**config.mk**
```make
export PLATFORM = sky130hd
export DESIGN_NAME = reserved_port_range_table_unit
export DESIGN_NICKNAME = d
export VERILOG_FILES = /design/src/hdl/rprt_pkg.sv /design/src/hdl/rprt_ctrl.sv /design/src/hdl/rprt_dp.sv /design/src/hdl/reserved_port_range_table_unit.sv
export SDC_FILE = /design/constraint.sdc
export NUM_CORES = 1
export LEC_CHECK = 0
export ABC_AREA = 1
export BUFFER_PORTS_ARGS = -buffer_cell sky130_fd_sc_hd__buf_2
export CAP_MARGIN = 0
export CORE_MARGIN = 10
export CORE_UTILIZATION = 35
export DETAILED_ROUTE_END_ITERATION = 10
export HOLD_SLACK_MARGIN = 0.02
export SYNTH_ARGS = -nofsm -noshare
export SYNTH_HDL_FRONTEND = slang
export SYNTH_SLANG_ARGS = --single-unit
```
**constraint.sdc**
```tcl
create_clock -name clk_i -period 5.6 [get_ports clk_i]
set_input_delay 0.56 -clock clk_i [delete_from_list [all_inputs] [get_ports clk_i]]
set_output_delay 0.56 -clock clk_i [all_outputs]
set_load 0.01 [all_outputs]
```
**src/hdl/rprt_pkg.sv**
```systemverilog
// Shared constants, codes and control types for the reserved port range table.
package rprt_pkg;

  localparam int unsigned MAX_ENTRIES = 16;
  localparam int unsigned PORT_W      = 16;
  localparam int unsigned IDX_W       = (MAX_ENTRIES > 1) ? $clog2(MAX_ENTRIES) : 1;
  localparam int unsigned CNT_W       = $clog2(MAX_ENTRIES + 1);

  localparam logic [CNT_W-1:0] FULL_COUNT = CNT_W'(MAX_ENTRIES);

  localparam logic [1:0] ACT_ADD   = 2'd0;
  localparam logic [1:0] ACT_DEL   = 2'd1;
  localparam logic [1:0] ACT_CHECK = 2'd2;

  localparam logic [1:0] ST_OK        = 2'd0;
  localparam logic [1:0] ST_NOT_FOUND = 2'd1;
  localparam logic [1:0] ST_FULL      = 2'd2;
  localparam logic [1:0] ST_INVALID   = 2'd3;

  // controller -> datapath
  typedef struct packed {
    logic load;    // input beat taken, latch request and clear scan
    logic step;    // examine one table entry
    logic finish;  // apply table update and load the result register
  } rprt_cmd_t;

  // datapath -> controller
  typedef struct packed {
    logic scan_done;
    logic out_free;
  } rprt_sts_t;

endpackage

```
**src/hdl/rprt_ctrl.sv**
```systemverilog
// Request sequencer: accept, scan the table, then hand off the result.
module rprt_ctrl (
  input  logic              clk_i,
  input  logic              rst_ni,
  input  logic              in_valid_i,
  output logic              in_ready_o,
  input  rprt_pkg::rprt_sts_t sts_i,
  output rprt_pkg::rprt_cmd_t cmd_o
);
  import rprt_pkg::*;

  typedef enum logic [2:0] {
    S_IDLE = 3'b001,
    S_SCAN = 3'b010,
    S_RESP = 3'b100
  } state_e;

  state_e state_q, state_d;

  always_comb begin
    state_d    = state_q;
    cmd_o      = '0;
    in_ready_o = 1'b0;
    unique case (state_q)
      S_IDLE: begin
        in_ready_o = 1'b1;
        if (in_valid_i) begin
          cmd_o.load = 1'b1;
          state_d    = S_SCAN;
        end
      end
      S_SCAN: begin
        if (sts_i.scan_done) begin
          state_d = S_RESP;
        end else begin
          cmd_o.step = 1'b1;
        end
      end
      S_RESP: begin
        if (sts_i.out_free) begin
          cmd_o.finish = 1'b1;
          state_d      = S_IDLE;
        end
      end
      default: begin
        state_d = S_IDLE;
      end
    endcase
  end

  always_ff @(posedge clk_i or negedge rst_ni) begin
    if (!rst_ni) begin
      state_q <= S_IDLE;
    end else begin
      state_q <= state_d;
    end
  end

endmodule

```
**src/hdl/rprt_dp.sv**
```systemverilog
// Table storage, one-entry-per-cycle scan logic and the result register.
module rprt_dp (
  input  logic                          clk_i,
  input  logic                          rst_ni,
  input  logic                          cfg_we_i,
  input  logic                          cfg_wdata_i,
  input  logic [1:0]                    action_i,
  input  logic [rprt_pkg::PORT_W-1:0]   range_low_i,
  input  logic [rprt_pkg::PORT_W-1:0]   range_high_i,
  input  logic [rprt_pkg::PORT_W-1:0]   query_port_i,
  input  rprt_pkg::rprt_cmd_t           cmd_i,
  output rprt_pkg::rprt_sts_t           sts_o,
  output logic                          out_valid_o,
  input  logic                          out_ready_i,
  output logic [1:0]                    status_o,
  output logic                          reserved_o
);
  import rprt_pkg::*;

  logic [PORT_W-1:0] entry_low_q  [MAX_ENTRIES];
  logic [PORT_W-1:0] entry_high_q [MAX_ENTRIES];
  logic              entry_removed_q [MAX_ENTRIES];
  logic [CNT_W-1:0]  count_q;
  logic              restrict_q;

  logic [1:0]        act_q;
  logic [PORT_W-1:0] lo_q, hi_q, port_q;
  logic              invalid_q;
  logic [CNT_W-1:0]  scan_q;
  logic              found_q;
  logic [IDX_W-1:0]  found_idx_q;
  logic              hit_q;

  logic              out_valid_q;
  logic [1:0]        status_q;
  logic              reserved_q;

  logic [IDX_W-1:0]  rd_idx;
  logic [PORT_W-1:0] rd_low, rd_high;
  logic              rd_removed;
  logic              same_range, covers_port;
  logic [1:0]        status_d;
  logic              do_append, do_mark;

  assign rd_idx      = scan_q[IDX_W-1:0];
  assign rd_low      = entry_low_q[rd_idx];
  assign rd_high     = entry_high_q[rd_idx];
  assign rd_removed  = entry_removed_q[rd_idx];
  assign same_range  = (rd_low == lo_q) && (rd_high == hi_q);
  assign covers_port = !rd_removed && (rd_low <= port_q) && (port_q <= rd_high);

  assign sts_o.scan_done = invalid_q || (scan_q == count_q);
  assign sts_o.out_free  = !out_valid_q || out_ready_i;

  // request latch and scan state
  always_ff @(posedge clk_i or negedge rst_ni) begin
    if (!rst_ni) begin
      scan_q  <= '0;
      found_q <= 1'b0;
      hit_q   <= 1'b0;
    end else if (cmd_i.load) begin
      scan_q  <= '0;
      found_q <= 1'b0;
      hit_q   <= 1'b0;
    end else if (cmd_i.step) begin
      scan_q <= scan_q + CNT_W'(1);
      if (same_range && !found_q) begin
        found_q <= 1'b1;
      end
      if (covers_port) begin
        hit_q <= 1'b1;
      end
    end
  end

  always_ff @(posedge clk_i) begin
    if (cmd_i.load) begin
      act_q     <= action_i;
      lo_q      <= range_low_i;
      hi_q      <= range_high_i;
      port_q    <= query_port_i;
      invalid_q <= ((action_i != ACT_ADD) && (action_i != ACT_DEL) &&
                    (action_i != ACT_CHECK)) ||
                   ((action_i != ACT_CHECK) && (range_low_i > range_high_i));
    end
    if (cmd_i.step && same_range && !found_q) begin
      found_idx_q <= rd_idx;
    end
  end

  // outcome of the finished scan
  always_comb begin
    status_d  = ST_OK;
    do_append = 1'b0;
    do_mark   = 1'b0;
    if (invalid_q) begin
      status_d = ST_INVALID;
    end else if (act_q != ACT_CHECK) begin
      if (found_q) begin
        do_mark = 1'b1;
      end else if (act_q == ACT_DEL) begin
        status_d = ST_NOT_FOUND;
      end else if (count_q == FULL_COUNT) begin
        status_d = ST_FULL;
      end else begin
        do_append = 1'b1;
      end
    end
  end

  // table writes
  always_ff @(posedge clk_i) begin
    if (cmd_i.finish) begin
      if (do_mark) begin
        entry_removed_q[found_idx_q] <= (act_q == ACT_DEL);
      end else if (do_append) begin
        entry_low_q[count_q[IDX_W-1:0]]     <= lo_q;
        entry_high_q[count_q[IDX_W-1:0]]    <= hi_q;
        entry_removed_q[count_q[IDX_W-1:0]] <= 1'b0;
      end
    end
  end

  always_ff @(posedge clk_i or negedge rst_ni) begin
    if (!rst_ni) begin
      count_q     <= '0;
      restrict_q  <= 1'b0;
      out_valid_q <= 1'b0;
    end else begin
      if (cfg_we_i) begin
        restrict_q <= cfg_wdata_i;
      end
      if (cmd_i.finish && do_append) begin
        count_q <= count_q + CNT_W'(1);
      end
      if (cmd_i.finish) begin
        out_valid_q <= 1'b1;
      end else if (out_ready_i) begin
        out_valid_q <= 1'b0;
      end
    end
  end

  // result beat
  always_ff @(posedge clk_i) begin
    if (cmd_i.finish) begin
      status_q   <= status_d;
      reserved_q <= (act_q == ACT_CHECK) && restrict_q && hit_q;
    end
  end

  assign out_valid_o = out_valid_q;
  assign status_o    = status_q;
  assign reserved_o  = reserved_q;

endmodule

```
**src/hdl/reserved_port_range_table_unit.sv**
```systemverilog
// Reserved port range table: top level joining the sequencer and the table datapath.
// Each valid request beat (add, delete or check) walks the table one stored entry
// per clock through the single-entry compare in the scan loop; an invalid request
// skips the walk. The result sits in an output register, so a new request is taken
// while the previous result beat waits.
// Entries are appended and never removed; a delete only marks an entry and an add
// of the same range revives it. Checks answer 0 while restrict_enable is clear.
// Writing cfg_wdata_i with cfg_we_i high sets restrict_enable; write it only when idle.
module reserved_port_range_table_unit (
  input  logic                        clk_i,
  input  logic                        rst_ni,
  input  logic                        cfg_we_i,
  input  logic                        cfg_wdata_i,
  input  logic                        in_valid_i,
  output logic                        in_ready_o,
  input  logic [1:0]                  action_i,
  input  logic [rprt_pkg::PORT_W-1:0] range_low_i,
  input  logic [rprt_pkg::PORT_W-1:0] range_high_i,
  input  logic [rprt_pkg::PORT_W-1:0] query_port_i,
  output logic                        out_valid_o,
  input  logic                        out_ready_i,
  output logic [1:0]                  status_o,
  output logic                        reserved_o
);
  import rprt_pkg::*;

  rprt_cmd_t cmd;
  rprt_sts_t sts;

  rprt_ctrl u_ctrl (
    .clk_i      (clk_i),
    .rst_ni     (rst_ni),
    .in_valid_i (in_valid_i),
    .in_ready_o (in_ready_o),
    .sts_i      (sts),
    .cmd_o      (cmd)
  );

  rprt_dp u_dp (
    .clk_i        (clk_i),
    .rst_ni       (rst_ni),
    .cfg_we_i     (cfg_we_i),
    .cfg_wdata_i  (cfg_wdata_i),
    .action_i     (action_i),
    .range_low_i  (range_low_i),
    .range_high_i (range_high_i),
    .query_port_i (query_port_i),
    .cmd_i        (cmd),
    .sts_o        (sts),
    .out_valid_o  (out_valid_o),
    .out_ready_i  (out_ready_i),
    .status_o     (status_o),
    .reserved_o   (reserved_o)
  );

endmodule

```
== After elaboration in Yosys (flattened, before gate mapping) ==
Memories as Yosys holds them, arrays and structs flattened.
Cells that the tools add are included.

* Equality and inequality tests: 15
* $lt $le $gt $ge: 3
* Multiplexer cells: 43
* Add/subtract/negate cells: 2
* Reductions and logical operators: 27

{| class="wikitable"
|+ Operator list
! kind !! number
|-
| 16-bit == test || 2
|-
| 16-bit <= comparator || 2
|-
| 1-bit two-way mux || 32
|-
| 16-bit greater-than comparator || 1
|-
| 1-bit logical AND || 12
|-
| 5-bit by 1-bit adder with 5-bit output, second input constant || 2
|-
| 5-bit two-way mux || 2
|-
| 2-bit inequality test, second input constant || 5
|-
| 2-bit nonzero test || 5
|-
| 3-bit two-way mux || 3
|-
| 3-bit case mux with 3 select lines || 1
|-
| 2-bit two-way mux || 4
|-
| 5-bit == test || 1
|-
| 5-bit == test, second input constant || 1
|-
| 4-bit two-way mux || 1
|-
| 2-bit AND reduction || 2
|-
| 3-bit by 1-bit == test with 1-bit output, second input constant || 1
|-
| 3-bit by 2-bit == test with 1-bit output, second input constant || 1
|-
| 3-bit == test, second input constant || 1
|-
| 1-bit zero test || 3
|-
| 1-bit logical OR || 3
|-
| 3-bit AND reduction || 1
|-
| 2-bit by 1-bit == test with 1-bit output, second input constant || 1
|-
| 2-bit == test, second input constant || 1
|-
| other kinds (2) || 2
|}

* Memory bits (writable): 528
* Memories kept: 3
* Output and inout port bits: 5
* Flip-flop bits (word level): 75

{| class="wikitable"
|+ Memory list
! name !! words !! width !! rd ports !! clocked after Yosys merged registers in !! wr ports !! line !! RTL
|-
| u_dp.entry_high_q || 16 || 16 || 1 || 0 || 1 || rprt_dp.sv:21 || <nowiki>logic [PORT_W-1:0] entry_high_q [MAX_ENTRIES];</nowiki>
|-
| u_dp.entry_low_q || 16 || 16 || 1 || 0 || 1 || rprt_dp.sv:20 || <nowiki>logic [PORT_W-1:0] entry_low_q [MAX_ENTRIES];</nowiki>
|-
| u_dp.entry_removed_q || 16 || 1 || 1 || 0 || 1 || rprt_dp.sv:22 || <nowiki>logic entry_removed_q [MAX_ENTRIES];</nowiki>
|}

== Depth between registers and ports, before layout ==
Gate-level depths: netlist of the first run.

* Depth after elaboration: 12
* Gate-level depth with buffers: 23
* Mapped depth without buffers: 20

== Hierarchy ==
From an unflattened synthesis of the first run, not the netlist that was laid out.

* Cells, all modules: 2501
* Area total of the unflattened synthesis: 26614.3 sq um

{| class="wikitable"
|+ By module, submodules not included
! module !! cells an instance !! area each (sq um) !! seq. area each (sq um) !! times used
|-
| rprt_dp || 2473 || 26421.6 || 17947.2 || 1
|-
| rprt_ctrl || 28 || 192.7 || 76.3 || 1
|}

== Least setup slack after synthesis of the first run ==
OpenSTA, ideal clock, no wires.

* Path type: flip-flop to flip-flop
* Start point: register, netlist name u_dp.scan_q[0]
* End point: register u_dp.act_q[0], enable pin
* Period minus slack after synthesis: 3.306 ns
* Buffers on the path: 3
* Required time: 5.177 ns
* Setup slack: 2.294 ns
* Stages on the path, launching flop included: 13
* Data arrival time: 2.884 ns
* Path through: dfrtp_1 > buf_6 > inv_4 > buf_6 > buf_6 > nand2_1 > a21oi_1 > nand3_1 > nand2_1 > nor2_2 > inv_2 > nand3_1 > nor2_2

{| class="wikitable"
|+ RTL lines
! item !! line !! RTL
|-
| to (signal assigned) || rprt_dp.sv:78 || <nowiki>act_q <= action_i;</nowiki>
|-
| to (decl) || rprt_dp.sv:26 || <nowiki>logic [1:0] act_q;</nowiki>
|}

== Final worst setup path of the first run ==
* Start point: register u_dp.scan_q[0]
* End point: register u_dp.hit_q

* Word-level cells in the longest chain between the ends: 6

{| class="wikitable"
|+ RTL lines
! item !! line !! RTL
|-
| from (decl) || rprt_dp.sv:29 || <nowiki>logic [CNT_W-1:0] scan_q;</nowiki>
|-
| from (signal assigned) || rprt_dp.sv:66 || <nowiki>scan_q <= scan_q + CNT_W'(1);</nowiki>
|-
| memory 16 x 16 bit (tied with other cells) || n/a ||
|-
| 16-bit <= comparator (tied with other cells) || rprt_dp.sv:50 || <nowiki>assign covers_port = !rd_removed && (rd_low <= port_q) && (port_q <= rd_high);</nowiki>
|-
| 1-bit logical AND / 1-bit two-way mux (equally long branches) || rprt_dp.sv:50, rprt_ctrl.sv:33 ||
|-
| 1-bit logical AND / 1-bit two-way mux (equally long branches) || rprt_dp.sv:50, rprt_ctrl.sv:24 ||
|-
| 2-bit nonzero test (no source line) || n/a ||
|-
| 2-bit AND reduction (no source line) (*) || n/a ||
|-
| to (signal assigned) || rprt_dp.sv:60 || <nowiki>hit_q <= 1'b0;</nowiki>
|-
| to (signal assigned) || rprt_dp.sv:64 || <nowiki>hit_q <= 1'b0;</nowiki>
|-
| to (signal assigned) || rprt_dp.sv:71 || <nowiki>hit_q <= 1'b1;</nowiki>
|-
| to (decl) || rprt_dp.sv:32 || <nowiki>logic hit_q;</nowiki>
|}

Every way passes the cells marked *; elsewhere a longest branch is shown, timed or not.
A chain may end at the register's enable or synchronous reset.

==> results of run 1 <==
-- cells in the mapped netlist (2+ instances only) --
| cell type | number |
|---|---|
| nand2_1 | 622 |
| edfxtp_1 | 586 |
| nor2_1 | 343 |
| inv_1 | 258 |
| nand3_1 | 181 |
| o21ai_0 | 140 |
| buf_2 | 56 |
| ha_1 | 53 |
| o21ai_1 | 46 |
| a21oi_1 | 36 |
| o211ai_1 | 20 |
| buf_4 | 17 |
| dfrtp_1 | 16 |
| nor3_1 | 16 |
| clkbuf_1 | 15 |
| nand4_1 | 13 |
| buf_6 | 11 |
| inv_2 | 8 |
| buf_1 | 5 |
| clkinv_1 | 5 |
| nand3b_1 | 5 |
| xor2_1 | 5 |
| nor2_2 | 4 |
| o22ai_1 | 4 |
| o21a_1 | 3 |
| o221ai_1 | 3 |
| o31ai_1 | 3 |
| a32o_1 | 2 |
| nand2_2 | 2 |
| nor3b_1 | 2 |
-- cells by family (layout without fill, tap and decap cells) --
group | count (synthesis) | in the layout
AOI/OAI and AO/OA | 262 | 262
DFF | 603 | 603
xor gates and xnor gates | 6 | 6
adders and majority gates | 53 | 53
buffers and inverters | 376 | 474
and+or+nand+nor | 1191 | 1191
-- final cells by class --
cell class              count  area [um2]
fillers                  7169       45700
flip-flops and latches    603       18000
multi-input cells        1512        7070
clock buffers              71        1520
well taps                 978        1220
inverters                 272        1030
repair buffers             97         618
clock inverters            34         342
-- power groups by stage --
stage	Sequential, mW	Combinational, mW	Clock [mW]
after floorplan	6.00	2.30	0
after global placement	6.33	3.06	0
after detailed placement	6.37	3.09	0
after CTS	6.28	3.11	3.97
after global routing	6.34	3.53	4.15
final	6.30	3.12	3.92
-- flip-flops by register name (all words and copies together), names as in the netlist --
register / cells
u_dp.entry_high_q: 256
u_dp.entry_low_q: 256
u_dp.entry_removed_q: 16
u_dp.hi_q: 16
u_dp.lo_q: 16
u_dp.port_q: 16
u_dp.count_q: 5
u_dp.scan_q: 5
u_dp.found_idx_q: 4
u_ctrl.state_q: 3
u_dp.act_q: 2
u_dp.status_o: 2
u_dp.found_q: 1
u_dp.hit_q: 1
u_dp.invalid_q: 1
u_dp.out_valid_o: 1
u_dp.reserved_o: 1
u_dp.restrict_q: 1
-- worst paths after layout --
check,startpoint,endpoint,cells after the start
worst min register to register,u_dp.count_q[4]$_DFFE_PN0P_,u_dp.count_q[4]$_DFFE_PN0P_,1
min in group asynchronous,rst_ni,u_dp.hit_q$_DFFE_PN0P_,2
worst max register to register,u_dp.scan_q[0]$_DFFE_PN0P_,u_dp.hit_q$_DFFE_PN0P_,19
worst max-delay path,u_dp.scan_q[0]$_DFFE_PN0P_,u_dp.hit_q$_DFFE_PN0P_,19
max in group asynchronous,rst_ni,u_dp.scan_q[1]$_DFFE_PN0P_,2
worst min-delay path,query_port_i[0],u_dp.port_q[0]$_DFFE_PP_,1
-- worst max-delay path: stages (launching register included) --
cell,delay (ns)
dfrtp_4,0.76
inv_6,0.55
buf_12,0.34
nand2_1,0.10
nand2_1,0.07
nand2_1,0.05
o21ai_1,0.22
nand2_1,0.10
nand2_1,0.08
inv_1,0.06
nand2_1,0.08
inv_1,0.05
ha_1,0.27
nand4_1,0.11
nor3_1,0.41
nand2_1,0.10
nand2_1,0.08
nand2_1,0.05
nand3_1,0.08
a21oi_1,0.07
-- routing by layer --
layer	global-route usage, %	vias to the layer above
met2	27.3	611
met4	5.75	0
met1	21.2	8771
met3	2.67	143
met5	0	-
li1	-	8484
==> summary.md, run 1 <==
| Metric | Value |
|---|---|
| Horiz. Die Dim | slightly below 300 um |
| DP Cell Count | around 3,500 |
| Sw power | between 4 and 5 mW |
| Post-synthesis mux area share | 0% |
| RSZ-0062 raised after global routing | false |
| Worst-path clk slew | around 0.07 ns |
| Cell variety after synth | 41 |
| R2R Setup Slk | roughly 1.7 ns |
| Register bit count reported by yosys | ~600 |
| H-tree Lvls | 2 |
| Post-CTS Resized | 0 |
| Max-cap viol count | 0 |
| Post-Synth Simple-Gate Area | 18.1% |
| Design Area, Final | between 20,000 and 30,000 um2 |
| Part of the power in combinational logic | around a quarter |
| Ranking of synthesized cells by area | edfxtp_1 (66%), nand2_1 (8.8%), nor2_1 (4.8%), inv_1 (3.6%), nand3_1 (3.4%) |
| Via count | about 18,000 |
| Total grt overflow | 0 |
| Max Clk Rate | 255 MHz |
| Tcrit/Tclk final | a little over two thirds |
| XOR/XNOR share of the synthesized area | 0.198% |
| LEAKAGE | between 10 and 15 nW |
| CTS tree | yes |
| Syn_area_per_cell | ~11 um2 |
| First-pass GRT wire length | roughly 110,000 um |
| Main synth FF type | edfxtp_1 |
| Adder-Cell Fraction of Synth Area | around 2.5% |
| Status | finished clean |
| # clock sinks | between 600 and 700 |
| Type of origin of the critical path | flip-flop |
| Number of flops mapped to enable cells by yosys | about 590 |
| Top Layer Used | met4 |
| DR DRC count | 0 |
| Worst-margin pin slew | 1.16 ns |
| Largest net degree at the start of global routing | roughly 150 |
| Setup CP Type | flip-flop to flip-flop |
| M1 WL | slightly above 30,000 um |
| Post-Syn Area | approximately 27,000 um2 |
| Synthesized netlist cell count | approximately 2,500 |
| Crit end category | flip-flop |
| Critical path peak fanout | 65 |
| Routed met3 length | 4520 um |
| Clock root buffer | clkbuf_16 |
| Yosys warnings | 0 |
| Switch share | around a third |
| PortBufs | 60 |
| Initial DRT Pass Iterations | 6 |
| Synth-to-layout area growth | 12.2% |
| Routability cong. | between 0.9 and 1 |
| Total GRT Usage | between 10% and 20% |
| Die height | between 200 and 300 um |
| Final WL | 71,800 um |
| Ant diodes | 0 |
| Met2 routed WL | 34,100 um |
| Clk buf depth | 3 |
| DRT iter0 DRCs | around 1,800 |
| Reg power frac | 47.2% |
| Post-detail-place hpwl | between 40,000 and 50,000 um |
| Seq/Total Area, Yosys | roughly two thirds |
| Most frequent cells in the layout | nand2_1 (622), edfxtp_1 (586), nor2_1 (327), inv_1 (258), nand3_1 (181) |
| Compound-Gate Fraction of Synth Area | 5.33% |
| Die area | ~87,000 um2 |
| CORE AREA | approximately 76,000 um2 |
| Initial cell density of the core | between 30% and 40% |
| Power density over the cells | approximately 450 nW/um2 |
| Layout cells sized above 1 | under 10% |
| Post-DRT Antenna Nets | 0 |
| Asr flop ratio synth | 2.82% |
| Fin worst setup slack | between 1.5 and 2 ns |
| PnR Total Power | 13.3 mW |
| Initial antenna violation count | 0 |
| Dpl cell area | 28,000 um2 |
| Cell Rows | 101 |
| Most common cell after layout, fill and taps aside | nand2_1 |
| Clock Latency Late Sink | 0.63 ns |
| # Post-CTS Setup Buffers | 0 |
| Drt wl/cell | 20.1 um |
| Num ports | 61 |
| Hold Vio Cnt, Final | 0 |
| Max-Slew Margin vs Limit | a little under a quarter |
| Syn_nets | between 2,000 and 3,000 |
| Combinational family with the most area after synthesis | simple AND/OR/NAND/NOR gates |
| Min Hold Slack | 0.104 ns |
| Post-Route Utilization | 39.5% |
| Req. time, crit path | 6.09 ns |
| Vias/cell | just over 5 |
| TNS Setup | 0 ns |
| Non-filler cells, final | 3,567 |
| Clock power share | 29.4% |
| Vias in the first global route | around 18,000 |
| Cts hold-fix bufs | 1 |
| CTS buffer count | between 50 and 60 |
| Class of the worst hold path | input pin to flip-flop |
| Final Slew Violations | 0 |
| Crit path DAT | roughly 4.4 ns |
| Top-area cell type share of the netlist area | between 60% and 70% |
| Layout Nets | 2,653 |
| Setup violators final | 0 |
| Int Power | roughly 9 mW |
| Synth area leader | edfxtp_1 |
| Final Skew | approximately 0.036 ns |
| Fin crit period | between 3 and 4 ns |
| Pre-CTS WS | around 1.7 ns |
| Max rail drop VDD | between 0.0003 and 0.0004 V |
(Power assumes the default switching activity.)
==> inputs of run 2 (changes only) <==
- ABC_AREA: 1 -> 0
- clock period: 5.6 -> 3.5 ns (I/O delays scaled with it)
==> summary.md, run 2 <==
| Metric | Value |
|---|---|
| Status | complete, but fails checks |
| Failing checks | negative setup slack |
| Post-detail-place hpwl | roughly 47,000 um |
| Crit path DAT | between 3 and 4 ns |
| Top-count cell post-synth | edfxtp_1 |
| Num ports | roughly 60 |
| CORE AREA | ~73,000 um2 |
| Seq/Total Area, Yosys | 70.3% |
| Cell Rows | 99 |
| Max-Slew Margin vs Limit | about 40% |
| Worst-path clk slew | about 0.070 ns |
| Top Layer Used | met5 |
| Die height | just under 300 um |
| Final Skew | slightly below 0.03 ns |
| # fillers | around 6,400 |
| Met2 routed WL | between 30,000 and 40,000 um |
| Asr flop ratio synth | around 2.8% |
| Setup CP Type | flip-flop to flip-flop |
| Clock root buffer | clkbuf_16 |
| Synth area leader | edfxtp_1 |
| Critical path peak fanout | 5 |
| Fin worst setup slack | -0.0164 ns |
| Largest net degree at the start of global routing | 34 |
| Max Clk Rate | 284 MHz |
| Register bit count reported by yosys | about 600 |
| Top-area cell type share of the netlist area | approximately 70% |
| RSZ-0062 raised after global routing | true |
| DR DRC count | 0 |
| TNS Setup | -0.0629 ns |
| Number of flops mapped to enable cells by yosys | around 590 |
| Routability cong. | 0.907 |
| Syn_area_per_cell | 17.8 um2 |
| # clock sinks | 603 |
| Vias/cell | roughly 5.4 |
| Fin crit period | between 3 and 4 ns |
| Clock Latency Late Sink | 0.63 ns |
| Via count | about 15,000 |
| Yosys warnings | 0 |
| DP Cell Count | 2,523 |
| Power density over the cells | between 600 and 700 nW/um2 |
| Cell variety after synth | between 70 and 80 |
| Max rail drop VDD | approximately 0.00042 V |
| Type of origin of the critical path | flip-flop |
| Post-Syn Area | 25,700 um2 |
| Layout cells sized above 1 | 28.4% |
| Initial antenna violation count | 4 |
| PortBufs | 60 |
| Req. time, crit path | between 3 and 4 ns |
| Hold Vio Cnt, Final | 0 |
| Final Slew Violations | 0 |
| LEAKAGE | 10.6 nW |
| DRT iter0 DRCs | ~1,500 |
| Initial DRT Pass Iterations | 7 |
| Horiz. Die Dim | between 200 and 300 um |
| Most common cell after layout, fill and taps aside | edfxtp_1 |
| Class of the worst hold path | input pin to flip-flop |
| Max-cap viol count | 0 |
| Non-filler cells, final | about 2,700 |
| CTS tree | yes |
| Most frequent cells after synthesis | edfxtp_1 (586), mux4_2 (94), mux2i_1 (79), nor2_1 (68), ha_1 (53) |
| Crit end category | flip-flop |
| Most frequent cells in the layout | edfxtp_1 (586), buf_4 (109), mux4_2 (101), mux2i_1 (72), clkbuf_16 (64) |
| Drt wl/cell | between 20 and 30 um |
| Total grt overflow | 0 |
| Total GRT Usage | between 10% and 20% |
| Routed met3 length | 5590 um |
| Ranking of synthesized cells by area | edfxtp_1 (69%), mux4_2 (8.3%), mux2i_1 (3.1%), ha_1 (2.6%), mux4_1 (1.8%) |
| Syn_nets | about 1,600 |
| Layout Nets | 1,826 |
| Tcrit/Tclk final | 100% |
| Post-DRT Antenna Nets | 0 |
| Die area | 84,500 um2 |
| Vias in the first global route | 14,700 |
| Synthesized netlist cell count | ~1,400 |
| PnR Total Power | 19.8 mW |
| H-tree Lvls | 2 |
| CTS buffer count | 60 |
| Final WL | approximately 73,000 um |
| Pre-CTS WS | -0.343 ns |
| M1 WL | slightly above 30,000 um |
| Clk buf depth | 3 |
| Main synth FF type | edfxtp_1 |
| Worst-margin pin slew | 0.896 ns |
| Initial cell density of the core | 35.2% |
| First-pass GRT wire length | a little over 100,000 um |
| Setup violators final | 4 |
| Synth-to-layout area growth | 22.2% |
run 2: cell types whose count changed after synthesis, sizes merged, moves of 18 or more:
cell	change
a22oi	+18
buf	-49
inv	-215
mux2i	+79
mux4	+112
nand2	-572
nand3	-171
nor2	-279
nor2b	+20
o21ai	-147
xnor2	+23
run 2: kinds of logic after synthesis:
kind of cell,share of synthesized area (%)
XOR/XNOR,1.43
adder cells (fa/ha/maj),2.59
AO/OA/AOI/OAI,4.79
flip-flops,70.3
multiplexers,13.8
AND/OR/NAND/NOR,4.68
buffers and inverters,2.41
run 2: layout make-up:
type	instances	area, um2	share of cell area [%]
Sequential cell	603	18000	57.5
Timing Repair Buffer	274	2670	8.51
Antenna cell	2	5.00	0.0160
Inverter	53	199	0.635
Tap cell	959	1200	3.83
Multi-Input combinational cell	725	7300	23.3
Clock buffer	74	1570	5.02
Clock inverter	38	374	1.19
run 2: worst max-delay path, cell delays in order (launching register included):
cell	delay, ns
dfrtp_4	0.52
buf_4	0.16
clkbuf_16	0.15
mux4_2	0.44
mux4_2	0.51
nor2b_1	0.15
a21oi_1	0.13
o211ai_1	0.11
or4_4	0.58
nor4_4	0.30
buf_6	0.17
run 2: power breakdown:
group          total, mW  internal, mW  switching (mW)
sequential          9.02          8.49           0.534
combinational       4.31          2.13            2.18
clock               6.42          3.70            2.72
run 2: per-layer routing:
metal,global-route usage [%],up-vias
met5,0,-
met4,5.26,4
met3,3.54,125
met2,26.4,612
li1,-,6349
met1,22.2,7597
run 2: repair_timing:
| action | 4_1_cts | 5_1_grt |
|---|---|---|
| cloned | 0 | 4 |
| resized for setup | 10 | 91 |
| endpoints found under the setup margin | 6 | 6 |
| pin swaps | 0 | 24 |
| hold endpoints to repair | 66 | 0 |
| setup buffers | 0 | 35 |
| hold buffers | 52 | 0 |
run 2: stage by stage:
step / hold WS (ns) / area, um2 / util [%]
6_report: 0.0570 / 31400 / 43.0
3_5_place_dp: 0.361 / 28100 / 38.6
4_1_cts: 0.0273 / 30700 / 42.1
5_1_grt: 0.0379 / 31300 / 43.0
2_1_floorplan: 0.0544 / 25700 / -
3_3_place_gp: 0.362 / 28100 / 38.6
run 2: worst paths after layout:
path / to / cells past startpoint / start / slack, ns
max: u_dp.found_idx_q[2]$_DFFE_PP_ / 10 / u_dp.scan_q[0]$_DFFE_PN0P_ / -0.02
min in group asynchronous: u_dp.restrict_q$_DFFE_PN0P_ / 2 / rst_ni / 0.26
max reg2reg: u_dp.found_idx_q[2]$_DFFE_PP_ / 10 / u_dp.scan_q[0]$_DFFE_PN0P_ / -0.02
min: u_dp.hi_q[4]$_DFFE_PP_ / 1 / range_high_i[4] / 0.06
min reg2reg: u_dp.count_q[4]$_DFFE_PN0P_ / 1 / u_dp.count_q[4]$_DFFE_PN0P_ / 0.53
max in group asynchronous: u_dp.scan_q[2]$_DFFE_PN0P_ / 2 / rst_ni / 2.82
==> inputs of run 3 (changes only) <==
- CTS_CLUSTER_DIAMETER: default -> 60
- RECOVER_POWER: default -> 100
==> summary.md, run 3 (synthesis results as in run 2) <==
| Metric | Value |
|---|---|
| Worst path depth | 10 |
| Clock Latency Late Sink | between 0.6 and 0.7 ns |
| Setup violators final | 4 |
| Horiz. Die Dim | ~290 um |
| CTS buffer count | 61 |
| Worst-margin pin slew | around 1.3 ns |
| Cell Rows | approximately 100 |
| Total grt overflow | 0 |
| Max Clk Rate | 285 MHz |
| Layout Nets | 1,823 |
| Synth-to-layout area growth | 21.9% |
| Hold Vio Cnt, Final | 0 |
| Layout cells sized above 1 | 25.3% |
| Fin crit period | 3.51 ns |
| Vias/cell | between 5 and 6 |
| Hold Path Depth | 1 |
| DRT iter0 DRCs | roughly 1,500 |
| Num ports | between 60 and 70 |
| CTS tree | yes |
| Critical path peak fanout | 8 |
| Die height | a little under 300 um |
| Req. time, crit path | roughly 3.9 ns |
| Class of the worst hold path | input pin to flip-flop |
| Sum of buffers and inverters on the critical path | 3 |
| Total GRT Usage | about 17% |
| Max rail drop VDD | ~0.00042 V |
| Routability cong. | ~0.9 |
| Vias in the first global route | 14,800 |
| Crit-path slowest cell | or4_4 |
| Pre-CTS WS | -0.343 ns |
| Fin worst setup slack | -0.00741 ns |
| Post-Route Utilization | 42.9% |
| PortBufs | 60 |
| DR DRC count | 0 |
| Via count | ~15,000 |
| Power density over the cells | about 630 nW/um2 |
| Type of origin of the critical path | flip-flop |
| Worst-path cell chain | buf_6, buf_12, mux4_2, mux4_2, nor2b_1, a21oi_1, o211ai_1, or4_4, nor4_4, buf_6 |
| Worst-path clk slew | approximately 0.06 ns |
| Worst path top cell family by delay | multiplexers |
| Crit path DAT | just under 4 ns |
| First-pass GRT wire length | around 100,000 um |
| Dpl cell area | 28,100 um2 |
| Post-DRT Antenna Nets | 0 |
| Most common cell after layout, fill and taps aside | edfxtp_1 |
| Tcrit/Tclk final | 100% |
| DP Cell Count | approximately 2,500 |
| Failing checks | negative setup slack |
| Final Slew Violations | 0 |
| Worst Reg-to-Reg Cells | 10 |
| # clock sinks | about 600 |
| Initial antenna violation count | 4 |
| Non-filler cells, final | roughly 2,700 |
| Final WL | ~73,000 um |
| Clk buf depth | 3 |
| Die area | about 85,000 um2 |
| Status | complete, but fails checks |
| Setup CP Type | flip-flop to flip-flop |
| Most frequent cells in the layout | edfxtp_1 (586), mux4_2 (101), buf_4 (95), mux2i_1 (72), clkbuf_16 (68) |
| CORE AREA | 72,800 um2 |
| Clock root buffer | clkbuf_16 |
| Initial DRT Pass Iterations | 5 |
| Max-cap viol count | 0 |
| Post-detail-place hpwl | around 47,000 um |
| Final Skew | ~0.034 ns |
| LEAKAGE | 10.4 nW |
| CP max stage delay | 0.56 ns |
| Drt wl/cell | roughly 27 um |
| Initial cell density of the core | around a third |
| Crit end category | flip-flop |
| Max-Slew Margin vs Limit | 13.5% |
| Design Area, Final | ~31,000 um2 |
| H-tree Lvls | 2 |
| Largest net degree at the start of global routing | 34 |
| RSZ-0062 raised after global routing | true |
==> run 3: changes by cell type in the layout (fill, tap and decap cells not counted), sizes merged <==
cell and change:
inv +1, diode -1, clkinvlp +1, buf -51
bufinv -2, clkbuf +48
==> run 3: per-stage QoR <==
step           setup TNS, ns  power [mW]  hold slack (ns)
2_1_floorplan              0        11.4           0.0544
3_3_place_gp          -0.311        12.7            0.362
3_5_place_dp          -0.653        12.8            0.361
4_1_cts                    0        19.3           0.0266
5_1_grt               -0.521        20.4            0.149
6_report             -0.0240        19.7            0.178
==> run 3: path summary, 6_finish.rpt <==
path | start | slack (ns) | endpoint
min in group asynchronous | rst_ni | 0.55 | u_dp.restrict_q$_DFFE_PN0P_
worst max-delay path | u_dp.scan_q[0]$_DFFE_PN0P_ | -0.007 | u_dp.found_idx_q[3]$_DFFE_PP_
worst min-delay path | range_high_i[4] | 0.18 | u_dp.hi_q[4]$_DFFE_PP_
worst max register to register | u_dp.scan_q[0]$_DFFE_PN0P_ | -0.007 | u_dp.found_idx_q[3]$_DFFE_PP_
max in group asynchronous | rst_ni | 2.02 | u_dp.scan_q[2]$_DFFE_PN0P_
worst min register to register | u_dp.count_q[4]$_DFFE_PN0P_ | 0.53 | u_dp.count_q[4]$_DFFE_PN0P_
==> run 3: final cells by class <==
| cell class | instances | area, um2 |
|---|---|---|
| antenna | 1 | 2.50 |
| clock buffer | 75 | 1630 |
| clock inverter | 38 | 333 |
| fill | 6405 | 41600 |
| inverter | 53 | 199 |
| multi-input combinational | 725 | 7260 |
| sequential | 603 | 18000 |
| tap | 959 | 1200 |
| timing repair buffer | 270 | 2610 |
==> run 3: what timing repair did <==
action / in CTS / in global routing
hold buffers: 52 / 0
endpoints found under the hold margin: 66 / 0
setup endpoints to repair: 6 / 6
buffers inserted: 0 / 29
pin swaps: 0 / 18
gates cloned: 0 / 6
gates resized for setup: 12 / 80
==> run 3: report_power, final <==
group          leakage (nW)  total [mW]  switching [mW]  internal [mW]
logic                  3.98        4.29            2.18           2.11
registers              5.50        9.01           0.525           8.49
clock network         0.957        6.41            2.75           3.67
==> run 3: metal layers <==
metal  GRT usage (%)  share of wire, %  up-vias
met3            3.66               7.5      134
met4            5.21               3.5        6
met1            22.1                42     7571
met5               0             0.048        -
li1                -                 -     6332
met2            26.4                47      602
